===== config.mk =====
export PLATFORM = sky130hd
export DESIGN_NAME = keyword_substitution_cipher_top
export DESIGN_NICKNAME = d
export VERILOG_FILES = /design/src/sv/ksc_pkg.sv /design/src/sv/ksc_seq.sv /design/src/sv/ksc_dp.sv /design/src/sv/keyword_substitution_cipher_top.sv
export SDC_FILE = /design/constraint.sdc
export NUM_CORES = 1
export LEC_CHECK = 0
export ABC_CLOCK_PERIOD_IN_PS = 9210
export BUFFER_PORTS_ARGS = -buffer_cell sky130_fd_sc_hd__buf_2
export CAP_MARGIN = 20
export CORE_ASPECT_RATIO = 1.1
export CORE_MARGIN = 1.5
export CORE_UTILIZATION = 30
export DETAILED_ROUTE_END_ITERATION = 8
export GPL_TIMING_DRIVEN = 0
export SKIP_CTS_REPAIR_TIMING = 1
export SLEW_MARGIN = 20
export SYNTH_ARGS = -nofsm -noshare
export SYNTH_HDL_FRONTEND = slang
export SYNTH_HIERARCHICAL = 1
export SYNTH_SLANG_ARGS = --single-unit

===== constraint.sdc =====
create_clock -name aclk -period 9.21 [get_ports aclk]
set_clock_uncertainty 0.05 [all_clocks]
set_input_delay 2.3025 -clock aclk [delete_from_list [all_inputs] [get_ports aclk]]
set_output_delay 2.3025 -clock aclk [all_outputs]
set_load 0.005 [all_outputs]

===== src/sv/ksc_pkg.sv =====
// Package: types, codes, constants and microcode ROM of the keyword substitution cipher.
`default_nettype none
package ksc_pkg;

    localparam int LETTER_COUNT = 26;
    localparam int IDX_W        = $clog2(LETTER_COUNT);

    localparam logic [7:0] CH_UPPER_A = 8'h41;
    localparam logic [7:0] CH_UPPER_Z = 8'h5A;
    localparam logic [7:0] CH_LOWER_A = 8'h61;
    localparam logic [7:0] CH_LOWER_Z = 8'h7A;

    typedef enum logic [2:0] {
        REQ_BEGIN  = 3'd0,
        REQ_KEY    = 3'd1,
        REQ_FINISH = 3'd2,
        REQ_ENC    = 3'd3,
        REQ_DEC    = 3'd4
    } req_t;

    typedef enum logic [2:0] {
        STEP_FETCH,
        STEP_BEGIN,
        STEP_KEY,
        STEP_FIN_INIT,
        STEP_FIN_LOOP,
        STEP_ENC,
        STEP_DEC
    } step_t;

    typedef enum logic [2:0] {
        OP_NOP,
        OP_IDENT,
        OP_PLACE_BYTE,
        OP_CLR_K,
        OP_PLACE_K,
        OP_MAP_FWD,
        OP_MAP_INV
    } op_t;

    typedef enum logic [1:0] {
        JMP_GOTO,
        JMP_DISPATCH,
        JMP_LOOP,
        JMP_WAIT
    } jmp_t;

    typedef struct packed {
        logic  ready;
        op_t   op;
        jmp_t  jmp;
        step_t target;
    } ctrl_t;

    typedef struct packed {
        logic out_free;
        logic k_last;
    } status_t;

    function automatic ctrl_t ucode(input step_t s);
        ctrl_t cw;
        cw = '{ready: 1'b0, op: OP_NOP, jmp: JMP_GOTO, target: STEP_FETCH};
        case (s)
            STEP_FETCH: begin
                cw.ready = 1'b1;
                cw.jmp   = JMP_DISPATCH;
            end
            STEP_BEGIN:    cw.op = OP_IDENT;
            STEP_KEY:      cw.op = OP_PLACE_BYTE;
            STEP_FIN_INIT: begin
                cw.op     = OP_CLR_K;
                cw.target = STEP_FIN_LOOP;
            end
            STEP_FIN_LOOP: begin
                cw.op  = OP_PLACE_K;
                cw.jmp = JMP_LOOP;
            end
            STEP_ENC: begin
                cw.op  = OP_MAP_FWD;
                cw.jmp = JMP_WAIT;
            end
            STEP_DEC: begin
                cw.op  = OP_MAP_INV;
                cw.jmp = JMP_WAIT;
            end
            default: cw.target = STEP_FETCH;
        endcase
        return cw;
    endfunction

    function automatic step_t dispatch(input logic [2:0] req);
        step_t s;
        case (req)
            REQ_BEGIN:  s = STEP_BEGIN;
            REQ_KEY:    s = STEP_KEY;
            REQ_FINISH: s = STEP_FIN_INIT;
            REQ_ENC:    s = STEP_ENC;
            REQ_DEC:    s = STEP_DEC;
            default:    s = STEP_FETCH;
        endcase
        return s;
    endfunction

endpackage
`default_nettype wire


===== src/sv/ksc_seq.sv =====
// Microcode sequencer: step register, control ROM and jump logic.
`default_nettype none
module ksc_seq
    import ksc_pkg::*;
(
    input  wire logic       aclk,
    input  wire logic       aresetn,
    input  wire logic       in_valid,
    input  wire logic [2:0] in_req,
    input  wire status_t    status,
    output logic            accept,
    output ctrl_t           ctrl
);

    step_t step_reg, step_next;
    ctrl_t rom_word;

    always_ff @(posedge aclk) begin
        if (!aresetn) begin
            step_reg <= STEP_FETCH;
        end else begin
            step_reg <= step_next;
        end
    end

    always_comb begin
        rom_word  = ucode(step_reg);
        accept    = rom_word.ready && in_valid;
        ctrl      = rom_word;
        step_next = step_reg;
        case (rom_word.jmp)
            JMP_GOTO:     step_next = rom_word.target;
            JMP_DISPATCH: if (accept) step_next = dispatch(in_req);
            JMP_LOOP:     if (status.k_last) step_next = rom_word.target;
            JMP_WAIT: begin
                if (status.out_free) begin
                    step_next = rom_word.target;
                end else begin
                    ctrl.op = OP_NOP;
                end
            end
            default:      step_next = STEP_FETCH;
        endcase
    end

endmodule
`default_nettype wire


===== src/sv/ksc_dp.sv =====
// Datapath: cipher tables, used marks, fill pointer, letter counter and output register.
`default_nettype none
module ksc_dp
    import ksc_pkg::*;
(
    input  wire logic       aclk,
    input  wire logic       aresetn,
    input  wire ctrl_t      ctrl,
    input  wire logic       accept,
    input  wire logic [7:0] in_byte,
    input  wire logic       out_ready,
    output status_t         status,
    output logic            out_valid,
    output logic [7:0]      out_byte
);

    logic [IDX_W-1:0]        fwd_reg [0:LETTER_COUNT-1];
    logic [IDX_W-1:0]        inv_reg [0:LETTER_COUNT-1];
    logic [LETTER_COUNT-1:0] used_reg;
    logic [IDX_W-1:0]        fill_reg;
    logic [IDX_W-1:0]        k_reg;
    logic [7:0]              byte_reg;
    logic                    out_valid_reg;
    logic [7:0]              out_data_reg;

    logic             is_upper, is_lower, is_letter;
    logic [7:0]       diff;
    logic [IDX_W-1:0] letter_idx, place_idx, map_val;
    logic             place_en;
    logic [7:0]       map_byte;

    always_comb begin
        is_upper   = byte_reg inside {[CH_UPPER_A:CH_UPPER_Z]};
        is_lower   = byte_reg inside {[CH_LOWER_A:CH_LOWER_Z]};
        is_letter  = is_upper || is_lower;
        diff       = byte_reg - (is_upper ? CH_UPPER_A : CH_LOWER_A);
        letter_idx = diff[IDX_W-1:0];

        place_idx = (ctrl.op == OP_PLACE_K) ? k_reg : letter_idx;
        place_en  = ((ctrl.op == OP_PLACE_K) || ((ctrl.op == OP_PLACE_BYTE) && is_letter))
                    && !used_reg[place_idx] && (fill_reg < IDX_W'(LETTER_COUNT));

        map_val = '0;
        if (is_letter) begin
            map_val = (ctrl.op == OP_MAP_INV) ? inv_reg[letter_idx] : fwd_reg[letter_idx];
        end
        if (is_upper) begin
            map_byte = CH_UPPER_A + {{(8-IDX_W){1'b0}}, map_val};
        end else if (is_lower) begin
            map_byte = CH_LOWER_A + {{(8-IDX_W){1'b0}}, map_val};
        end else begin
            map_byte = byte_reg;
        end
    end

    always_ff @(posedge aclk) begin
        if (!aresetn || ctrl.op == OP_IDENT) begin
            for (int i = 0; i < LETTER_COUNT; i++) begin
                fwd_reg[i] <= IDX_W'(i);
                inv_reg[i] <= IDX_W'(i);
            end
            used_reg <= '0;
            fill_reg <= '0;
        end else if (place_en) begin
            fwd_reg[fill_reg]  <= place_idx;
            inv_reg[place_idx] <= fill_reg;
            used_reg[place_idx] <= 1'b1;
            fill_reg <= fill_reg + 1'b1;
        end
    end

    always_ff @(posedge aclk) begin
        if (!aresetn) begin
            k_reg         <= '0;
            out_valid_reg <= 1'b0;
        end else begin
            if (ctrl.op == OP_CLR_K) begin
                k_reg <= '0;
            end else if (ctrl.op == OP_PLACE_K) begin
                k_reg <= k_reg + 1'b1;
            end
            if (ctrl.op == OP_MAP_FWD || ctrl.op == OP_MAP_INV) begin
                out_valid_reg <= 1'b1;
            end else if (out_ready) begin
                out_valid_reg <= 1'b0;
            end
        end
    end

    always_ff @(posedge aclk) begin
        if (accept) begin
            byte_reg <= in_byte;
        end
        if (ctrl.op == OP_MAP_FWD || ctrl.op == OP_MAP_INV) begin
            out_data_reg <= map_byte;
        end
    end

    assign status.out_free = !out_valid_reg || out_ready;
    assign status.k_last   = (k_reg == IDX_W'(LETTER_COUNT - 1));
    assign out_valid       = out_valid_reg;
    assign out_byte        = out_data_reg;

endmodule
`default_nettype wire


===== src/sv/keyword_substitution_cipher_top.sv =====
// Top level of the keyword substitution cipher.
// Input stream: s_tuser carries the request kind (begin, keyword byte, finish,
// encrypt, decrypt), s_tdata the byte. Output stream: m_tdata carries the
// encrypted or decrypted byte; only encrypt and decrypt produce a transaction.
// A small control ROM steps the datapath: a fetch step takes one input
// transaction, then a short routine runs for it.
// Encrypt/decrypt: the accepted byte is registered, then its lookup step
// writes the result to the output register on m_tdata once that register is
// free; no new input is taken before that. Finish walks the 26 letters
// one per cycle through the shared placement logic.
// Reset (aresetn low, synchronous): both tables return to the identity
// alphabet, used marks and fill pointer clear, output empties.
// Receiver stall: the result holds in the output register; a new input is
// still taken, and its lookup step waits until the register drains.
`default_nettype none
module keyword_substitution_cipher_top
    import ksc_pkg::*;
(
    input  wire logic       aclk,
    input  wire logic       aresetn,
    input  wire logic       s_tvalid,
    output logic            s_tready,
    input  wire logic [7:0] s_tdata,   // [7:0] in_byte
    input  wire logic [2:0] s_tuser,   // [2:0] req_type
    output logic            m_tvalid,
    input  wire logic       m_tready,
    output logic [7:0]      m_tdata    // [7:0] out_byte
);

    ctrl_t   ctrl;
    status_t status;
    logic    accept;

    ksc_seq u_seq (
        .aclk     (aclk),
        .aresetn  (aresetn),
        .in_valid (s_tvalid),
        .in_req   (s_tuser),
        .status   (status),
        .accept   (accept),
        .ctrl     (ctrl)
    );

    ksc_dp u_dp (
        .aclk      (aclk),
        .aresetn   (aresetn),
        .ctrl      (ctrl),
        .accept    (accept),
        .in_byte   (s_tdata),
        .out_ready (m_tready),
        .status    (status),
        .out_valid (m_tvalid),
        .out_byte  (m_tdata)
    );

    assign s_tready = ctrl.ready;

endmodule
`default_nettype wire


==> results.yml, run 1 <==
synth:
  yosysWarnings: 6
  syn-mean-instance-area_um2: 12.8
  syn_inst: 1429
  syn-cell-area_um2: 18200
power:
  p_per_area_nw_per_um2: 234
  p_total_w: 0.00486
  p_leak_nw: 6.41
  ir_worst_vdd_mv: 0.153
detailed_routing:
  drc_errors: 0
  vias_per_cell: 5.96
  first_pass_iters: 5
  wl_per_cell_um: 27.9
  final_antenna_net_count: 0
  drt-total-wl_mm: 64.7
  drt_iter0_markers: 1860
  vias: 13800
global_route:
  grt_pass1_vias: 13100
  grtUsageTotal_pct: 20.5
  grt_pass1_wl_mm: 91.9
  grt_max_degree: 16
  grt_remaining_overflow: 0
  antenna_found_initial: 0
finish:
  multi_input_area_um2: 6600
  finalNetCount: 1543
  register_area_um2: 10900
  fillers: 5825
  stdcell_area_um2: 20800
  syn_to_final_growth_pct: 14.0
  num_antenna_cells: 0
  drive_gt1_share_pct: 16.5
clock_network:
  path_clk_slew_ns: 0.06
  ctsRootBufferMaster: "clkbuf_16"
  cts_buffers: 41
  cts_max_level: 2
  clkLatencyLatePin_ns: 0.57
  cts.path.max_buffers: 3
  cts_tree: "built"
  cts.sinks: 376
floorplan:
  ios: 25
  die_x_um: 238
  die-area_um2: 62200
  rows: 94
  fp.dieH_um: 262
  coreArea_um2: 60000
  start_util_pct: 30.4
timing:
  setup_viol: 0
  rsz0062_at_grt: "false"
  slew_violations: 0
  max_slew_margin_pct: 15.2
  worstMarginPinSlew_ns: 1.27
  fmax_ghz: 0.135
  fin_setup_tns_ns: 0
  whs_ns: 0.407
  hold_viol_final: 0
  timing.final.crit_share_pct: 80.6
  period_minus_slack_ns: 7.42
worst_hold_path:
  hp-class: "reg2reg"
critical_path:
  worstPathArrival_ns: 7.55
  endpoint_kind: "register"
  path_max_fanout: 10
  cp-start-kind: "register"
  worst-endpoint-required_ns: 9.34
  crit_type: "reg2reg"
place:
  io_buffer_count: 24
  gp_congestion: 0.937
  hpwl_mm: 45.4
  post_dp_cell_area_um2: 19500
status:
  status: "finished, final reports clean"
job:
  max-cap-violations: 0
==> critical path, cell delays in order, from the launching register on <==
cell       delay, ns
edfxtp_1        0.36
clkbuf_1        0.32
clkbuf_1        0.67
buf_2           0.63
inv_1           0.38
ha_1            0.31
buf_2           0.19
nor3b_2         0.25
xnor2_2         0.62
o31ai_1         0.31
and2_1          0.34
a2111oi_2       0.56
o2111a_2        0.47
nand2_2         0.15
buf_2           0.22
buf_2           0.23
o31ai_1         0.97
==> through the flow <==
step | std cells | setup slack, ns | utilization [%]
after floorplan | 1448 | 3.19 | -
after global placement | 2240 | 1.66 | 32.3
after detailed placement | 2243 | 1.67 | 32.4
after CTS | 2316 | 1.74 | 34.6
after global routing | 2316 | 1.68 | 34.6
final | 2316 | 1.79 | 34.6
==> metal layers <==
metal	vias up	GRT usage (%)	wire length, µm	share of wire [%]
met4	0	10.4	3780	5.8
met2	1012	32.7	29400	45
met3	205	6.19	8040	12
met1	6793	25.1	23400	36
li1	5784	-	-	-
met5	-	0	0	0
==> report_power, final <==
part / internal, W / switching, W
clock: 0.000932 / 0.000684
combinational: 0.000304 / 0.000946
sequential: 0.00196 / 0.0000343
==> worst paths after layout <==
kind,from,end,slack (ns),cells past startpoint
hold / removal,u_dp/used_reg[0]$_SDFFE_PP0P_,u_dp/used_reg[0]$_SDFFE_PP0P_,0.41,2
setup / recovery,u_dp/byte_reg[0]$_DFFE_PP_,u_dp/inv_reg[9][0]$_SDFFCE_PN1P_,1.79,16
setup reg to reg,u_dp/byte_reg[0]$_DFFE_PP_,u_dp/inv_reg[9][0]$_SDFFCE_PN1P_,1.79,16
hold reg to reg,u_dp/used_reg[0]$_SDFFE_PP0P_,u_dp/used_reg[0]$_SDFFE_PP0P_,0.41,2
==> final cells by class <==
class,count,share of cell area (%)
Buffer,161,3.75
Clock buffer,50,5.10
Clock inverter,23,1.07
Inverter,26,0.482
Multi-Input combinational cell,885,31.8
Sequential cell,376,52.4
Tap cell,768,4.63
Timing Repair Buffer,27,0.759
==> layout by cell type, fill, tap and decap left out, drive strengths merged, types with 18 or more instances in the layout <==
cell type and instances:
a21oi 18, and4 49, buf 91, clkbuf 147
conb 20, dfxtp 40, edfxtp 336, inv 26
mux2i 22, mux4 67, nand2 127, nand3 70
nand4 48, nor2 80, nor3 53, nor4 30
o21ai 41, o31ai 39, or3 24, or4 33
Note: power is estimated with default switching activity, not from simulation.
==> run 2: changes to the inputs <==
- ABC_CLOCK_PERIOD_IN_PS: 9210 -> 6800
- clock period: 9.21 -> 6.8 ns (I/O delays scaled with it)
==> results.yml, run 2 (synthesis gave the netlist of run 1 again) <==
status:
  status: "finished, final reports clean"
detailed_routing:
  final_antenna_net_count: 0
  drt_iter0_markers: 1886
  vias: 13800
  wl_per_cell_um: 27.9
  drt-total-wl_mm: 64.6
  drc_errors: 0
  vias_per_cell: 5.97
  first_pass_iters: 6
timing:
  setup_viol: 0
  slew_violations: 0
  hold_viol_final: 0
  max_slew_margin_pct: 16.8
  period_minus_slack_ns: 6.65
  fin_setup_tns_ns: 0
  worstMarginPinSlew_ns: 1.25
  fmax_ghz: 0.150
  timing.final.crit_share_pct: 97.8
  rsz0062_at_grt: "false"
place:
  hpwl_mm: 45.4
  gp_congestion: 0.937
  io_buffer_count: 24
clock_network:
  ctsRootBufferMaster: "clkbuf_16"
  cts_max_level: 2
  path_clk_slew_ns: 0.06
  clkLatencyLatePin_ns: 0.57
  cts.sinks: 376
  cts_tree: "built"
  cts.path.max_buffers: 3
  cts_buffers: 41
floorplan:
  fp.dieH_um: 262
  coreArea_um2: 60000
  die_x_um: 238
  ios: 25
  die-area_um2: 62200
  rows: 94
  start_util_pct: 30.4
critical_path:
  crit_slowest_cell: "a2111oi_2"
  path_max_fanout: 10
  worst-endpoint-required_ns: 6.94
  crit_type: "reg2reg"
  path_buf_inv: 8
  slowest_delay_ns: 0.60
  crit_family: "buffers and inverters"
  worstPathArrival_ns: 6.79
  crit_chain: "clkbuf_1 -> clkbuf_2 -> clkbuf_4 -> inv_1 -> ha_1 -> buf_2 -> nor3b_4 -> a311o_1 -> a2111oi_0 -> a21oi_1 -> a2111oi_2 -> o2111a_2 -> buf_6 -> nand3_2 -> buf_2 -> buf_4 -> nor2_1"
  endpoint_kind: "register"
  cp_common_cell: "buf_2"
  cp-start-kind: "register"
power:
  p_per_area_nw_per_um2: 316
  ir_worst_vdd_mv: 0.209
  p_leak_nw: 6.44
global_route:
  grt_pass1_vias: 13100
  grt_max_degree: 16
  grt_pass1_wl_mm: 91.9
  antenna_found_initial: 0
  grtUsageTotal_pct: 20.5
  grt_remaining_overflow: 0
finish:
  num_antenna_cells: 0
  layout_commonest_cell: "edfxtp_1"
  fillers: 5822
  postLayoutCoreUtil_pct: 34.8
  finalNetCount: 1543
  drive_gt1_share_pct: 17.7
  final_cell_mix: "336 x edfxtp_1, 126 x nand2_1, 100 x clkbuf_1, 80 x nor2_1, 69 x nand3_1"
  syn_to_final_growth_pct: 14.5
  multi_input_area_um2: 6700
  register_area_um2: 10900
job:
  max-cap-violations: 0
worst_hold_path:
  hp-class: "reg2reg"
==> run 2: cell types whose count changed in the layout (fill, tap and decap cells not counted), moves of 2 or more <==
cell and delta:
o31ai_2 +15, o21ai_1 +11, clkbuf_2 +2, o31ai_1 -15, o21ai_0 -11, clkbuf_1 -2
==> run 2: final timing paths <==
check	depth (start not counted)	start	slack (ns)	to
worst max-delay path	17	u_dp/byte_reg[0]$_DFFE_PP_	0.15	u_dp/fwd_reg[27][3]$_DFFE_PP_
worst min-delay path	2	u_dp/used_reg[0]$_SDFFE_PP0P_	0.40	u_dp/used_reg[0]$_SDFFE_PP0P_
worst max register to register	17	u_dp/byte_reg[0]$_DFFE_PP_	0.15	u_dp/fwd_reg[27][3]$_DFFE_PP_
worst min register to register	2	u_dp/used_reg[0]$_SDFFE_PP0P_	0.40	u_dp/used_reg[0]$_SDFFE_PP0P_
==> run 2: worst reg2reg max path, delay by kind of cell, from the launching register on <==
kind	cells	cell delay, ns
compound gates	5	2.17
fa+ha+maj	1	0.29
buf+inv	8	2.48
flops	1	0.37
simple gates	3	0.92
==> run 2: per-stage QoR <==
| stage | power (W) | std cells | setup WS [ns] | instance area [µm²] | hold WS (ns) |
|---|---|---|---|---|---|
| final | 0.00660 | 2316 | 0.153 | 20900 | 0.403 |
| after global routing | 0.00675 | 2316 | 0.0477 | 20900 | 0.431 |
| after CTS | 0.00653 | 2316 | -0.669 | 20700 | 0.405 |
| after detailed placement | 0.00436 | 2243 | -0.627 | 19500 | 0.390 |
| after global placement | 0.00432 | 2240 | -0.515 | 19400 | 0.382 |
| after floorplan | 0.00366 | 1448 | 1.38 | 18300 | 0.370 |
==> run 2: per-layer routing <==
metal | share of wire, % | global-route usage (%) | vias up
met5 | 0 | 0 | -
met4 | 5.8 | 10.4 | 0
met3 | 12 | 6.19 | 216
met2 | 46 | 32.7 | 994
met1 | 36 | 25.1 | 6832
li1 | - | - | 5780
==> run 2: area by class of cell <==
cell class	instances	area share (%)
Sequential cell	376	52.2
Inverter	26	0.479
Clock inverter	23	1.07
Clock buffer	50	5.08
Timing Repair Buffer	27	0.755
Buffer	161	3.75
Multi-Input combinational cell	885	32.1
Tap cell	768	4.60
==> run 2: report_power, final <==
part | switching [W] | leakage [nW] | internal [W]
clock network | 0.000927 | 0.631 | 0.00126
logic | 0.00129 | 2.44 | 0.000417
registers | 0.0000464 | 3.37 | 0.00266
